<file path="src/hdl/i2cbs_pkg.sv">
`default_nettype none
// ----------------------------------------------------------------------------
// I2C bit sequencer package
// Command codes, pin action codes, sequence tables and the queue entry type
// shared by the front end and the execution unit.
// ----------------------------------------------------------------------------
package i2cbs_pkg;

	// Depth of the queue between front end and execution unit.
	localparam int QDEPTH = 2;
	localparam int QPTR_W = $clog2(QDEPTH);
	localparam int QCNT_W = $clog2(QDEPTH + 1);

	typedef enum logic [2:0] {
		MODE_TICK  = 3'd0,
		MODE_START = 3'd1,
		MODE_STOP  = 3'd2,
		MODE_SEND  = 3'd3,
		MODE_RECV  = 3'd4,
		MODE_SACK  = 3'd5,
		MODE_RACK  = 3'd6,
		MODE_CHECK = 3'd7
	} mode_t;

	typedef enum logic [2:0] {
		OP_SCL0       = 3'd0,
		OP_SCL1       = 3'd1,
		OP_SDA0       = 3'd2,
		OP_SDA1       = 3'd3,
		OP_SDA_TX     = 3'd4,
		OP_SAMPLE_RX  = 3'd5,
		OP_SAMPLE_ACK = 3'd6
	} op_t;

	// One classified item as it waits in the queue.
	typedef struct packed {
		logic       is_cmd;
		mode_t      mode;
		logic [7:0] tx_load;
		logic       sda_level;
	} entry_t;

	// Number of pin actions of each command.
	function automatic logic [5:0] cmd_len(input mode_t m);
		logic [5:0] len;
		case (m)
			MODE_START: len = 6'd4;
			MODE_STOP:  len = 6'd3;
			MODE_SEND:  len = 6'd24;
			MODE_RECV:  len = 6'd25;
			MODE_SACK:  len = 6'd3;
			MODE_RACK:  len = 6'd4;
			MODE_CHECK: len = 6'd35;
			default:    len = 6'd0;
		endcase
		return len;
	endfunction

	function automatic op_t start_op(input logic [1:0] i);
		op_t op;
		case (i)
			2'd0:    op = OP_SDA1;
			2'd1:    op = OP_SCL1;
			2'd2:    op = OP_SDA0;
			default: op = OP_SCL0;
		endcase
		return op;
	endfunction

	function automatic op_t stop_op(input logic [1:0] i);
		op_t op;
		case (i)
			2'd0:    op = OP_SDA0;
			2'd1:    op = OP_SCL1;
			2'd2:    op = OP_SDA1;
			default: op = OP_SCL0;
		endcase
		return op;
	endfunction

	function automatic op_t rack_op(input logic [1:0] i);
		op_t op;
		case (i)
			2'd0:    op = OP_SDA1;
			2'd1:    op = OP_SCL1;
			2'd2:    op = OP_SAMPLE_ACK;
			default: op = OP_SCL0;
		endcase
		return op;
	endfunction

	// One bit slot of a byte: three actions, either transmit or receive.
	function automatic op_t byte_op(input logic [1:0] phase, input logic rx);
		op_t op;
		case (phase)
			2'd0:    op = rx ? OP_SCL1 : OP_SDA_TX;
			2'd1:    op = rx ? OP_SAMPLE_RX : OP_SCL1;
			default: op = OP_SCL0;
		endcase
		return op;
	endfunction

endpackage
`default_nettype wire

</file>
<file path="src/hdl/i2cbs_front.sv">
`default_nettype none
// ----------------------------------------------------------------------------
// I2C bit sequencer front end
// Accepts input items, classifies them as command or tick, prepares the
// transmit register load value and queues them for the execution unit.
// ----------------------------------------------------------------------------
module i2cbs_front import i2cbs_pkg::*; (
	input  wire logic       clk,
	input  wire logic       arst_n,
	input  wire logic       cmd_valid,
	output logic            cmd_stall,
	input  wire logic [2:0] mode,
	input  wire logic [7:0] data_byte,
	input  wire logic       ack_value,
	input  wire logic       sda_level,
	output logic            q_valid,
	output entry_t          q_head,
	input  wire logic       q_pop
);

	entry_t             fifo_q [QDEPTH];
	logic [QPTR_W-1:0]  wr_ptr_q;
	logic [QPTR_W-1:0]  rd_ptr_q;
	logic [QCNT_W-1:0]  count_q;
	logic               push;
	entry_t             item;
	mode_t              m;

	assign cmd_stall = (count_q == QCNT_W'(QDEPTH));
	assign push      = cmd_valid & ~cmd_stall;
	assign q_valid   = (count_q != '0);
	assign q_head    = fifo_q[rd_ptr_q];

	always_comb begin
		m            = mode_t'(mode);
		item.is_cmd  = (m != MODE_TICK);
		item.mode    = m;
		// Send ack carries its bit in the top position of the transmit register.
		item.tx_load = (m == MODE_SACK) ? {ack_value, 7'd0} : data_byte;
		item.sda_level = sda_level;
	end

	always_ff @(posedge clk) begin
		if (push) begin
			fifo_q[wr_ptr_q] <= item;
		end
	end

	always_ff @(posedge clk or negedge arst_n) begin
		if (!arst_n) begin
			wr_ptr_q <= '0;
			rd_ptr_q <= '0;
			count_q  <= '0;
		end else begin
			if (push) begin
				wr_ptr_q <= (wr_ptr_q == QPTR_W'(QDEPTH - 1)) ? '0 : wr_ptr_q + 1'b1;
			end
			if (q_pop) begin
				rd_ptr_q <= (rd_ptr_q == QPTR_W'(QDEPTH - 1)) ? '0 : rd_ptr_q + 1'b1;
			end
			case ({push, q_pop})
				2'b10:   count_q <= count_q + 1'b1;
				2'b01:   count_q <= count_q - 1'b1;
				default: count_q <= count_q;
			endcase
		end
	end

endmodule
`default_nettype wire

</file>
<file path="src/hdl/i2cbs_exec.sv">
`default_nettype none
// ----------------------------------------------------------------------------
// I2C bit sequencer execution unit
// Takes items from the queue, starts commands or runs one pin action per
// tick, and holds the result until the receiver takes it.
// ----------------------------------------------------------------------------
module i2cbs_exec import i2cbs_pkg::*; (
	input  wire logic       clk,
	input  wire logic       arst_n,
	input  wire logic       q_valid,
	input  wire entry_t     q_head,
	output logic            q_pop,
	output logic            res_valid,
	input  wire logic       res_stall,
	output logic            scl_level,
	output logic            sda_release,
	output logic            busy_res,
	output logic            done_res,
	output logic [7:0]      rx_byte,
	output logic            ack_seen,
	output logic            rejected
);

	logic       scl_q, sda_q, ack_q;
	mode_t      cmd_q;
	logic [5:0] idx_q;
	logic [1:0] phase_q;
	logic [2:0] bitcnt_q;
	logic [7:0] tx_q, rx_q;
	logic       res_valid_q, done_q, rejected_q;

	logic       scl_d, sda_d, ack_d;
	mode_t      cmd_d;
	logic [5:0] idx_d, idx_inc;
	logic [1:0] phase_d;
	logic [2:0] bitcnt_d;
	logic [7:0] tx_d, rx_d;
	logic       done_d, rejected_d;
	logic       busy;
	logic       in_byte;
	op_t        op;

	assign busy  = (cmd_q != MODE_TICK);
	assign q_pop = q_valid & (~res_valid_q | ~res_stall);

	// Pin action for the current position of the active command.
	always_comb begin
		in_byte = 1'b0;
		op      = OP_SCL0;
		case (cmd_q)
			MODE_START: op = start_op(idx_q[1:0]);
			MODE_STOP:  op = stop_op(idx_q[1:0]);
			MODE_SEND, MODE_SACK: begin
				in_byte = 1'b1;
				op      = byte_op(phase_q, 1'b0);
			end
			MODE_RECV: begin
				if (idx_q == 6'd0) begin
					op = OP_SDA1;
				end else begin
					in_byte = 1'b1;
					op      = byte_op(phase_q, 1'b1);
				end
			end
			MODE_RACK:  op = rack_op(idx_q[1:0]);
			MODE_CHECK: begin
				// Start, address byte, ack slot and stop; segment offsets are
				// multiples of four so the low index bits select the step.
				if (idx_q < 6'd4) begin
					op = start_op(idx_q[1:0]);
				end else if (idx_q < 6'd28) begin
					in_byte = 1'b1;
					op      = byte_op(phase_q, 1'b0);
				end else if (idx_q < 6'd32) begin
					op = rack_op(idx_q[1:0]);
				end else begin
					op = stop_op(idx_q[1:0]);
				end
			end
			default: op = OP_SCL0;
		endcase
	end

	always_comb begin
		scl_d      = scl_q;
		sda_d      = sda_q;
		ack_d      = ack_q;
		cmd_d      = cmd_q;
		idx_d      = idx_q;
		phase_d    = phase_q;
		bitcnt_d   = bitcnt_q;
		tx_d       = tx_q;
		rx_d       = rx_q;
		done_d     = 1'b0;
		rejected_d = 1'b0;
		idx_inc    = idx_q + 6'd1;
		if (q_head.is_cmd) begin
			if (busy) begin
				rejected_d = 1'b1;
			end else begin
				cmd_d    = q_head.mode;
				idx_d    = '0;
				phase_d  = '0;
				bitcnt_d = '0;
				tx_d     = q_head.tx_load;
			end
		end else if (busy) begin
			case (op)
				OP_SCL0:      scl_d = 1'b0;
				OP_SCL1:      scl_d = 1'b1;
				OP_SDA0:      sda_d = 1'b0;
				OP_SDA1:      sda_d = 1'b1;
				OP_SDA_TX:    sda_d = tx_q[~bitcnt_q];
				OP_SAMPLE_RX: rx_d  = {rx_q[6:0], q_head.sda_level};
				default:      ack_d = q_head.sda_level;
			endcase
			if (in_byte) begin
				if (phase_q == 2'd2) begin
					phase_d  = '0;
					bitcnt_d = bitcnt_q + 3'd1;
				end else begin
					phase_d = phase_q + 2'd1;
				end
			end
			if (idx_inc == cmd_len(cmd_q)) begin
				cmd_d  = MODE_TICK;
				idx_d  = '0;
				done_d = 1'b1;
			end else begin
				idx_d = idx_inc;
			end
		end
	end

	always_ff @(posedge clk or negedge arst_n) begin
		if (!arst_n) begin
			scl_q       <= 1'b1;
			sda_q       <= 1'b1;
			ack_q       <= 1'b0;
			cmd_q       <= MODE_TICK;
			idx_q       <= '0;
			phase_q     <= '0;
			bitcnt_q    <= '0;
			tx_q        <= '0;
			rx_q        <= '0;
			res_valid_q <= 1'b0;
		end else begin
			res_valid_q <= q_pop | (res_valid_q & res_stall);
			if (q_pop) begin
				scl_q    <= scl_d;
				sda_q    <= sda_d;
				ack_q    <= ack_d;
				cmd_q    <= cmd_d;
				idx_q    <= idx_d;
				phase_q  <= phase_d;
				bitcnt_q <= bitcnt_d;
				tx_q     <= tx_d;
				rx_q     <= rx_d;
			end
		end
	end

	always_ff @(posedge clk) begin
		if (q_pop) begin
			done_q     <= done_d;
			rejected_q <= rejected_d;
		end
	end

	// Sequencer state only moves when a result is produced, so it doubles as
	// the result payload.
	assign res_valid   = res_valid_q;
	assign scl_level   = scl_q;
	assign sda_release = sda_q;
	assign busy_res    = busy;
	assign done_res    = done_q;
	assign rx_byte     = rx_q;
	assign ack_seen    = ack_q;
	assign rejected    = rejected_q;

endmodule
`default_nettype wire

</file>
<file path="src/hdl/i2c_master_bit_sequencer.sv">
`default_nettype none
// ----------------------------------------------------------------------------
// I2C master bit sequencer
// Open-drain SCL/SDA sequencer for start, stop, byte, ack and address check.
// ----------------------------------------------------------------------------
// Usage: each transfer on the cmd channel (cmd_valid high, cmd_stall low) is
// either a command (mode 1..7) or a tick (mode 0). A command is taken only
// while idle and is flagged as rejected otherwise; each tick then performs one
// pin action of the active command. Every input transfer produces exactly one
// result transfer on the res channel, in order, carrying the pin drive levels,
// busy/done flags, the receive register and the last sampled ack.
// Each input transfer is written into the queue and its result is registered
// from the queue head by the execution unit; one item is taken per cycle
// while the queue has room and the result is not held back by res_stall.
// A two-entry queue sits between the input classifier and the execution unit,
// and the result register holds a pending result while res_stall is high; the
// input side keeps accepting until the queue fills.
// Reset releases both pins, clears the receive register and ack latch and
// leaves the sequencer idle with no result pending.
// ----------------------------------------------------------------------------
module i2c_master_bit_sequencer import i2cbs_pkg::*; (
	input  wire logic       clk,
	input  wire logic       arst_n,
	input  wire logic       cmd_valid,
	output logic            cmd_stall,
	input  wire logic [2:0] mode,
	input  wire logic [7:0] data_byte,
	input  wire logic       ack_value,
	input  wire logic       sda_level,
	output logic            res_valid,
	input  wire logic       res_stall,
	output logic            scl_level,
	output logic            sda_release,
	output logic            busy_res,
	output logic            done_res,
	output logic [7:0]      rx_byte,
	output logic            ack_seen,
	output logic            rejected
);

	logic   q_valid;
	logic   q_pop;
	entry_t q_head;

	i2cbs_front u_front (
		.clk       (clk),
		.arst_n    (arst_n),
		.cmd_valid (cmd_valid),
		.cmd_stall (cmd_stall),
		.mode      (mode),
		.data_byte (data_byte),
		.ack_value (ack_value),
		.sda_level (sda_level),
		.q_valid   (q_valid),
		.q_head    (q_head),
		.q_pop     (q_pop)
	);

	i2cbs_exec u_exec (
		.clk         (clk),
		.arst_n      (arst_n),
		.q_valid     (q_valid),
		.q_head      (q_head),
		.q_pop       (q_pop),
		.res_valid   (res_valid),
		.res_stall   (res_stall),
		.scl_level   (scl_level),
		.sda_release (sda_release),
		.busy_res    (busy_res),
		.done_res    (done_res),
		.rx_byte     (rx_byte),
		.ack_seen    (ack_seen),
		.rejected    (rejected)
	);

endmodule
`default_nettype wire

</file>
<file path="config.mk">
export PLATFORM = sky130hd
export DESIGN_NAME = i2c_master_bit_sequencer
export DESIGN_NICKNAME = d
export VERILOG_FILES = /design/src/hdl/i2cbs_pkg.sv /design/src/hdl/i2cbs_front.sv /design/src/hdl/i2cbs_exec.sv /design/src/hdl/i2c_master_bit_sequencer.sv
export SDC_FILE = /design/constraint.sdc
export NUM_CORES = 1
export LEC_CHECK = 0
export BUFFER_PORTS_ARGS = -buffer_cell sky130_fd_sc_hd__buf_2
export CAP_MARGIN = 40
export CORE_AREA = 2 2 128 68
export CTS_CLUSTER_SIZE = 30
export DETAILED_ROUTE_END_ITERATION = 8
export DIE_AREA = 0 0 130 70
export PLACE_DENSITY = 0.66
export RECOVER_POWER = 100
export SYNTH_ARGS = -nofsm -noshare
export SYNTH_HDL_FRONTEND = slang
export SYNTH_SLANG_ARGS = --single-unit
</file>
<file path="constraint.sdc">
create_clock -name clk -period 3.6 [get_ports clk]
set_input_delay 0.36 -clock clk [delete_from_list [all_inputs] [get_ports clk]]
set_output_delay 0.36 -clock clk [all_outputs]
set_load 0.02 [all_outputs]
</file>
Word level (Yosys, flattened, before mapping)
Memories as Yosys holds them, arrays and structs flattened.
Cells that the tools add are included.

storage, ports and cells
  bits of input ports = 17
  memory bits (writable) = 26
  bits in registers = 40
  word-level logic and storage cells = 136
  output and inout port bits = 16
  memories = 1

operators by class
  bitwise logic cells = 12
  magnitude comparators = 4
  add/sub/neg operators = 7
  reduce and logical (&&, ||, !) cells = 28
  equality and inequality tests = 22
  mux-type cells = 47

memories
  name            depth  width  rd ports  clocked after Yosys merged registers in  write ports  line               source
  u_front.fifo_q  2      13     1         0                                        1            i2cbs_front.sv:21  entry_t fifo_q [QDEPTH];

operator list
  cell                   count
  $mux W3                13
  $mux W6                6
  $pmux W6 S5            1
  $reduce_and A4 Y1      6
  $eq A3 B3 Y1 const B   7
  $pmux W3 S6            1
  $reduce_bool A2 Y1     7
  $eq A3 B2 Y1 const B   4
  $pmux W2 S3            2
  $pmux W3 S2            2
  $mux W1                10
  $mux W2                5
  $pmux W3 S3            1
  $reduce_bool A3 Y1     3
  $eq A2 B2 Y1 const B   4
  $mux W8                1
  $reduce_or A2 Y1       4
  $add A6 B1 Y6 const B  1
  $eq A2 B1 Y1 const B   3
  $eq A3 B1 Y1 const B   2
  $eq A6 B6 Y1           1
  $logic_not A6 Y1       1
  $lt A6 B3 Y1 const B   1
  $lt A6 B5 Y1 const B   1
  other kinds (20)       33

Longest topological paths before layout
Gate-level depths: netlist of the first run.

  word-level depth = 10
  depth in mapped cells = 11
  mapped depth without buffers = 9

Cells and area by module
Synthesis of the first run repeated with hierarchy kept, for this count alone.

unflattened totals
  cell total of the unflattened synthesis = 310
  area total of the unflattened synthesis = 3,553.4 um^2

by module, submodules not included
  module       seq. area each (um^2)  instances  area an instance (um^2)  cells an instance
  i2cbs_exec   913.4                  1          2,343.5                  243
  i2cbs_front  880.8                  1          1,209.9                  67

Worst setup path before layout of the first run
No wires, ideal clock.

  path type = reg-to-reg
  start = register u_exec.cmd_q[2]
  end = register u_exec.bitcnt_q[0]
  buffers on the path = 3
  stages on the path, launching flop included = 12
  clock period less this slack = 3.125 ns
  data arrival time = 3.001 ns
  required time = 3.475 ns
  slack = 0.475 ns
  cell sequence = dfrtp_1 -> buf_2 -> buf_2 -> nor3_1 -> inv_1 -> ha_1 -> nand2b_1 -> clkbuf_1 -> or4_4 -> nor2b_1 -> o21ai_0 -> mux2_2

between the ends
  elaborated cells between the ends (all ways) = 11

RTL lines
  element                                                              line                            source
  start: declaration                                                   i2cbs_exec.sv:25                mode_t cmd_q;
  start signal: assignment                                             i2cbs_exec.sv:153               cmd_q <= cmd_d;
  $reduce_bool A3 Y1 *                                                 i2cbs_exec.sv:43                assign busy = (cmd_q != MODE_TICK);
  via busy_res                                                         i2c_master_bit_sequencer.sv:34  output logic busy_res,
  $ne A2 B2 Y1 (no line) / $reduce_bool A2 Y1 (equally long branches)  -
  $reduce_and A5 Y1 (no line) *                                        -
  end signal: assignment                                               i2cbs_exec.sv:156               bitcnt_q <= bitcnt_d;
  end: declaration                                                     i2cbs_exec.sv:28                logic [2:0] bitcnt_q;

The timed path passes the listed nets; every way through them passes the cells marked *.
A chain may end at the register's enable or synchronous reset.

Final worst setup path of the first run
  start = register u_exec.cmd_q[2]
  end = register u_exec.bitcnt_q[0]

between the ends
  longest elaborated chain between the ends = 5
  elaborated cells between the ends (all ways) = 11

RTL lines
  element                                              line              source
  $eq A3 B2 Y1 / $eq A3 B3 Y1 (equally long branches)  i2cbs_exec.sv:50  case (cmd_q)
  $reduce_or A2 Y1                                     i2cbs_exec.sv:50
  $pmux W1 S3                                          i2cbs_exec.sv:50
  $reduce_bool A2 Y1 (no line)                         -
  $reduce_and A5 Y1 (no line) *                        -

Mark *: on every way between the ends. The rest lies on a longest branch, timed or not.

==> results.ini, run 1 <==
[power]
cellPowerDensity_nw_per_um2=726
seqPwrFrac=0.385
peakVddDrop_mv=0.302
sw_frac_of_total=0.355
finalPower_mw=2.88
internal_power_mw=1.86
p_clk_frac=0.299
leakage_nw=1.64
p_comb_frac=0.316
p_sw_mw=1.02

[sta]
finalCritPeriodShare=0.850
max_freq_ghz=0.327
maxSlewViolCount=36
worst_pin_slew_ns=1.95
min_period_ns=3.06
slew_headroom=-0.299
hold_violations=0
clock_skew_ns=0.00522
fin_setup_tns_ns=0
setup_viol=0
holdWs_ns=0.231
grt_setup_unrepaired=false

[global_route]
grt_usage=0.183
antenna_found_initial=0
grt_max_degree=36
grt_overflow_total=0
grt_pass1_vias=2315
grt_pass1_wl_um=12300

[critical_path]
start_kind=flip-flop
required_ns=3.82
endpoint_kind=flip-flop
cp_slowest_cell=or4_1
timing.rr.start=u_exec.cmd_q[2]$_DFFE_PN0P_
path_cells=nor3_1, clkbuf_1, inv_1, ha_1, nand2b_1, or4_1, nor2b_1, o21ai_0, mux2_2
crit_path_start=u_exec.cmd_q[2]$_DFFE_PN0P_
cpLargestDelayFamily=simple AND/OR/NAND/NOR gates
max_stage_delay_ns=0.61
cp_num_buf_inv=2
worstPathArrival_ns=3.28
crit_fanout=22
crit_type=flip-flop to flip-flop

[logic_synthesis]
yosys-top-cells-area=dfrtp_1 (26%), edfxtp_1 (24%), mux2_2 (4.2%), ha_1 (3.6%), mux2i_1 (3.5%)
synth_nets=339
synth_area_leader_cell=dfrtp_1
syn_inst=312
synth_area_sq_um=3470
synth-main-ff-cell=dfrtp_1
yosysSeqAreaShare=0.518
avgSynthCellArea_sq_um=11.1
ys_ff_latch=66
yosysUniqueCellTypes=63
synthArstFlopShare=0.576
yosysWarnings=0
synth_top_area_frac=0.260
synth_common_cells=dfrtp_1 (36), edfxtp_1 (28), nor2_1 (26)
synth_edf_count=28
yosysMostFrequentCell=dfrtp_1

[die]
die_x_um=130
fp.dieArea_sq_um=9100
die_y_um=70
ioPinCount=33
rows=24
core_sq_um=8200
initial_core_util=0.423

[layout]
finalNetCount=374
layout-drive-gt1-share=0.142
utilization=0.484
num_antenna_cells=0
final_area_sq_um=3970
area_growth_pct=14.5

[detailed_routing]
drt_wl_total_um=7620
vias=2547
dr.pass1.iters=5
viasPerCell=5.43
drc_errors=0
first_iter_violations=254
postRouteAntennaNets=0
drt-wirelength-per-cell_um=16.2

[clock_network]
cts_tree=built
numCtsBuffers=9
clk-insertion-delay-late_ns=0.33
cts-root-buf=clkbuf_16
clk_pin_slew_worst_paths_ns=0.05
cts_sinks=66
clockBufferDepth=2
cts-htree-levels=3

[status]
status=complete, but fails checks
failed_checks=capacitance limit, slew limit

[placement]
dp_hpwl_um=5490
placed_cell_area_sq_um=3750
numPortBuffers=32
gp_congestion=0.915

[hold_path]
min-delay-start=sda_level
hold_path_class=primary input to flip-flop

[run]
drv_cap=1

what timing repair did:
action,in CTS,in global routing
hold buffers,1,0
setup buffers,0,0
hold endpoints to repair,3,0
resized for setup,0,0
state kept, by name, summed over array words and instances, names as in the netlist:
| name | cells |
|---|---|
| u_front.fifo_q | 26 |
| u_exec.rx_byte | 8 |
| u_exec.tx_q | 8 |
| u_exec.idx_q | 6 |
| u_exec.bitcnt_q | 3 |
| u_exec.cmd_q | 3 |
| u_exec.phase_q | 2 |
| u_front.count_q | 2 |
| u_exec.ack_seen | 1 |
| u_exec.done_res | 1 |
| u_exec.rejected | 1 |
| u_exec.res_valid | 1 |
| u_exec.scl_level | 1 |
| u_exec.sda_release | 1 |
| u_front.rd_ptr_q | 1 |
| u_front.wr_ptr_q | 1 |
layout make-up:
type,instances,area [sq um]
clock buffers,14,254
repair buffers,39,178
inverters,13,48.8
fillers,761,4230
clock inverters,2,37.5
multi-input cells,218,1510
well taps,117,146
flip-flops and latches,66,1790
kinds of logic (layout without fill, tap and decap cells):
logic type                 after synthesis  after routing  synth area share
AOI/OAI and AO/OA                       57             57             0.118
xor gates and xnor gates                 9              9            0.0227
adders and majority gates               10             10            0.0361
buffers and inverters                   28             68            0.0364
DFF                                     66             66             0.518
muxes                                   28             28            0.0938
and+or+nand+nor                        114            114             0.175
through the flow:
stage	setup slack [ns]	instances
floorplan	0.475	312
global placement	0.885	451
detailed placement	0.803	452
CTS	0.798	469
global route	0.281	469
finish	0.542	469
layout by cell type (no fill, tap or decap), types with 10 or more instances in the layout:
cell and count:
clkbuf_1 28, o21ai_0 10, mux2_2 12, inv_1 12, nand2_1 25, ha_1 10
dfrtp_1 36, nor2_1 26, buf_2 11, a21oi_1 13, mux2i_1 12, edfxtp_1 28
worst reg2reg max path, stage by stage (launching register included):
cell,delay (ns)
dfrtp_1,0.60
nor3_1,0.23
clkbuf_1,0.29
inv_1,0.12
ha_1,0.30
nand2b_1,0.26
or4_1,0.61
nor2b_1,0.13
o21ai_0,0.10
mux2_2,0.30
final timing paths:
check / endpoint / slack, ns / cells after the start
max: u_exec.bitcnt_q[0]$_DFFE_PN0P_ / 0.54 / 9
max in group asynchronous: u_exec.rx_byte[5]$_DFFE_PN0P_ / 1.14 / 3
min reg2reg: u_exec.res_valid$_DFF_PN0_ / 0.49 / 2
min: u_front.fifo_q[0][0]$_DFFE_PP_ / 0.23 / 1
min in group asynchronous: u_front.count_q[0]$_DFFE_PN0P_ / 0.38 / 2
max reg2reg: u_exec.bitcnt_q[0]$_DFFE_PN0P_ / 0.54 / 9
per-layer routing:
layer,share of wire,up-vias,routed length (um),GRT usage
met5,0,-,0,0
met4,0.013,0,101,0.0681
met3,0.084,10,643,0.0582
met2,0.37,107,2810,0.222
met1,0.53,1219,4070,0.294
li1,-,1211,-,-
power groups by stage:
stage / clock network, mW / registers [mW] / logic, mW
3_3_place_gp: 0 / 1.12 / 0.933
4_1_cts: 0.880 / 1.11 / 0.953
2_1_floorplan: 0 / 1.09 / 0.719
3_5_place_dp: 0 / 1.12 / 0.944
6_report: 0.861 / 1.11 / 0.911
5_1_grt: 0.916 / 1.13 / 1.00
Power figures use the tool's default switching activity.
==> inputs of run 2 (changes only) <==
==> constraint.sdc (replaced) <==
create_clock -name clk -period 3 [get_ports clk]
set_input_delay 0.3 -clock clk [delete_from_list [all_inputs] [get_ports clk]]
set_output_delay 0.3 -clock clk [all_outputs]
set_load 0.02 [all_outputs]
==> run 2 against run 1 <==
Against the previous run: the flow still finishes with violations (capacitance limit, slew limit); final area is 0.35% higher; clock power grew 7.7%; via count is 2.2% lower; register-to-register slack got worse by 0.29 ns; die area stayed put; combinational power grew 23%; sequential share of layout area is 0.16 points lower; power grew 17%; sequential cell count stayed put.
==> results.ini, run 2 (synthesized netlist as in run 1, its figures left out) <==
[status]
status=complete, but fails checks
failed_checks=capacitance limit, slew limit

[power]
internal_power_mw=2.13  ; +15%
seqPwrFrac=0.394  ; +0.009
p_sw_mw=1.25  ; +22%
sw_frac_of_total=0.369  ; +0.0142
cellPowerDensity_nw_per_um2=849  ; +17%
peakVddDrop_mv=0.355  ; +17%
leakage_nw=1.64  ; +0.16%
p_comb_frac=0.332  ; +0.016
p_clk_frac=0.274  ; -0.025

[critical_path]
crit_type=flip-flop to flip-flop
timing.rr.start=u_exec.cmd_q[1]$_DFFE_PN0P_
start_kind=flip-flop
endpoint_kind=flip-flop
worst-r2r-cell-count=6  ; -3
worstPathArrival_ns=2.96  ; -0.32 ns
required_ns=3.21  ; -0.61 ns
crit_fanout=15  ; -32%
r2r_end=u_exec.rx_byte[2]$_DFFE_PN0P_
r2r_slack_ns=0.25  ; -0.29 ns

[die]
rows=24  ; unchanged
die_x_um=130  ; unchanged
die_y_um=70  ; unchanged
initial_core_util=0.423  ; unchanged
core_sq_um=8200  ; unchanged
fp.dieArea_sq_um=9100  ; unchanged
ioPinCount=33  ; unchanged

[detailed_routing]
drt-wirelength-per-cell_um=16.1  ; -0.92%
viasPerCell=5.30  ; -2.4%
dr.pass1.iters=4  ; -1
drc_errors=0  ; unchanged
vias=2491  ; -2.2%
first_iter_violations=162  ; -36%
drt_wl_total_um=7560  ; -0.71%
postRouteAntennaNets=0  ; unchanged

[sta]
slew_headroom=-0.0575  ; +0.242
worst_pin_slew_ns=1.59  ; -0.362 ns
finalWorstSetupSlack_ns=0.250  ; -0.291 ns
fin_setup_tns_ns=0  ; unchanged
finalCritPeriodShare=0.917  ; +0.0670
setup_viol=0  ; unchanged
maxSlewViolCount=30  ; -17%
min_period_ns=2.75  ; -0.309 ns
hold_violations=0  ; unchanged
clock_skew_ns=0.00557  ; +0.000355 ns
grt_setup_unrepaired=false
max_freq_ghz=0.364  ; +11%

[layout]
finalNetCount=375  ; +0.27%
area_growth_pct=14.9
final_cell_mix=dfrtp_1 (36), edfxtp_1 (28), nor2_1 (26), clkbuf_1 (26), nand2_1 (25)
regMostFlops=u_front.fifo_q
final_common_cell=dfrtp_1
fill_cells=772  ; +1.4%
num_antenna_cells=0  ; unchanged
largest_reg_flops=26  ; unchanged
final_area_sq_um=3980  ; +0.35%
layout-drive-gt1-share=0.159  ; +0.0166

[clock_network]
cts_tree=built
cts_sinks=66  ; unchanged
clockBufferDepth=2  ; unchanged
clk_pin_slew_worst_paths_ns=0.05  ; about the same
numCtsBuffers=9  ; unchanged
cts-root-buf=clkbuf_16
clk-insertion-delay-late_ns=0.33  ; about the same
post_cts_buffers=0  ; unchanged
cts-htree-levels=3  ; unchanged

[placement]
dp_slack_ns=0.327  ; -0.475 ns
gp_congestion=0.943  ; +3.1%
placed_cell_area_sq_um=3770  ; +0.33%
numPortBuffers=32  ; unchanged
dp_hpwl_um=5680  ; +3.4%

[global_route]
grt_max_degree=30  ; -17%
grt_pass1_wl_um=12300  ; about the same
grt_usage=0.182  ; -0.000512
grt_pass1_vias=2349  ; +1.5%
grt_overflow_total=0  ; unchanged
antenna_found_initial=0  ; unchanged

[hold_path]
hold_path_class=primary input to flip-flop
min-delay-start=sda_level
holdPathEnd=u_front.fifo_q[1][0]$_DFFE_PP_
whs_path_depth=1  ; unchanged

[run]
drv_cap=1  ; unchanged

[run 2: critical path: stages (launching register included)]
cell	delay, ns
dfrtp_1	0.65
nand3_1	0.35
o31ai_4	0.30
a21oi_1	0.17
or3_1	0.39
nor3_4	0.37
mux2_2	0.39
[run 2: area by class of cell]
class,count,area (sq um),area share
Clock buffer,10,229,0.0575
Inverter,13,48.8,0.0122
Timing Repair Buffer,40,181,0.0455
Tap cell,117,146,0.0367
Sequential cell,66,1790,0.450
Multi-Input combinational cell,218,1550,0.389
Clock inverter,6,35.0,0.00879
[run 2: power by group through the flow]
stage / logic [mW] / clock network, mW / registers (mW)
finish: 1.12 / 0.927 / 1.33
global placement: 1.13 / 0 / 1.34
global route: 1.25 / 0.995 / 1.36
detailed placement: 1.14 / 0 / 1.34
CTS: 1.15 / 0.952 / 1.33
floorplan: 0.864 / 0 / 1.31
[run 2: layer usage]
metal  GRT usage  wire (um)  part of all wire
met5           0          0                 0
met4      0.0669        105             0.014
met3      0.0567        641             0.085
met2       0.223       2810              0.37
met1       0.292       4010              0.53
[run 2: stage by stage]
stage | hold slack (ns) | power (mW) | std cells | util
final | 0.164 | 3.38 | 470 | 0.486
after floorplan | 0.00441 | 2.17 | 312 | -
after global placement | 0.466 | 2.46 | 452 | 0.457
after CTS | 0.142 | 3.43 | 470 | 0.493
after detailed placement | 0.192 | 2.48 | 453 | 0.459
after global routing | 0.187 | 3.61 | 470 | 0.486
[run 2: worst max path at each step]
stage | start | endpoint | slack, ns
6_report | u_exec.cmd_q[1]$_DFFE_PN0P_ | u_exec.rx_byte[2]$_DFFE_PN0P_ | 0.25
3_5_place_dp | u_exec.cmd_q[1]$_DFFE_PN0P_ | u_exec.bitcnt_q[0]$_DFFE_PN0P_ | 0.33
2_1_floorplan | u_exec.cmd_q[2]$_DFFE_PN0P_ | u_exec.bitcnt_q[0]$_DFFE_PN0P_ | 0.10
5_1_grt | u_exec.cmd_q[1]$_DFFE_PN0P_ | u_exec.bitcnt_q[0]$_DFFE_PN0P_ | 0.11
4_1_cts | u_exec.cmd_q[1]$_DFFE_PN0P_ | u_exec.bitcnt_q[0]$_DFFE_PN0P_ | 0.32
3_3_place_gp | u_exec.idx_q[0]$_DFFE_PN0P_ | u_exec.rx_byte[0]$_DFFE_PN0P_ | 0.27
[run 2: timing repair]
item,in CTS,in global routing
endpoints found under the hold margin,9,0
setup endpoints to repair,0,6
hold buffers,1,0
resized for setup,0,1
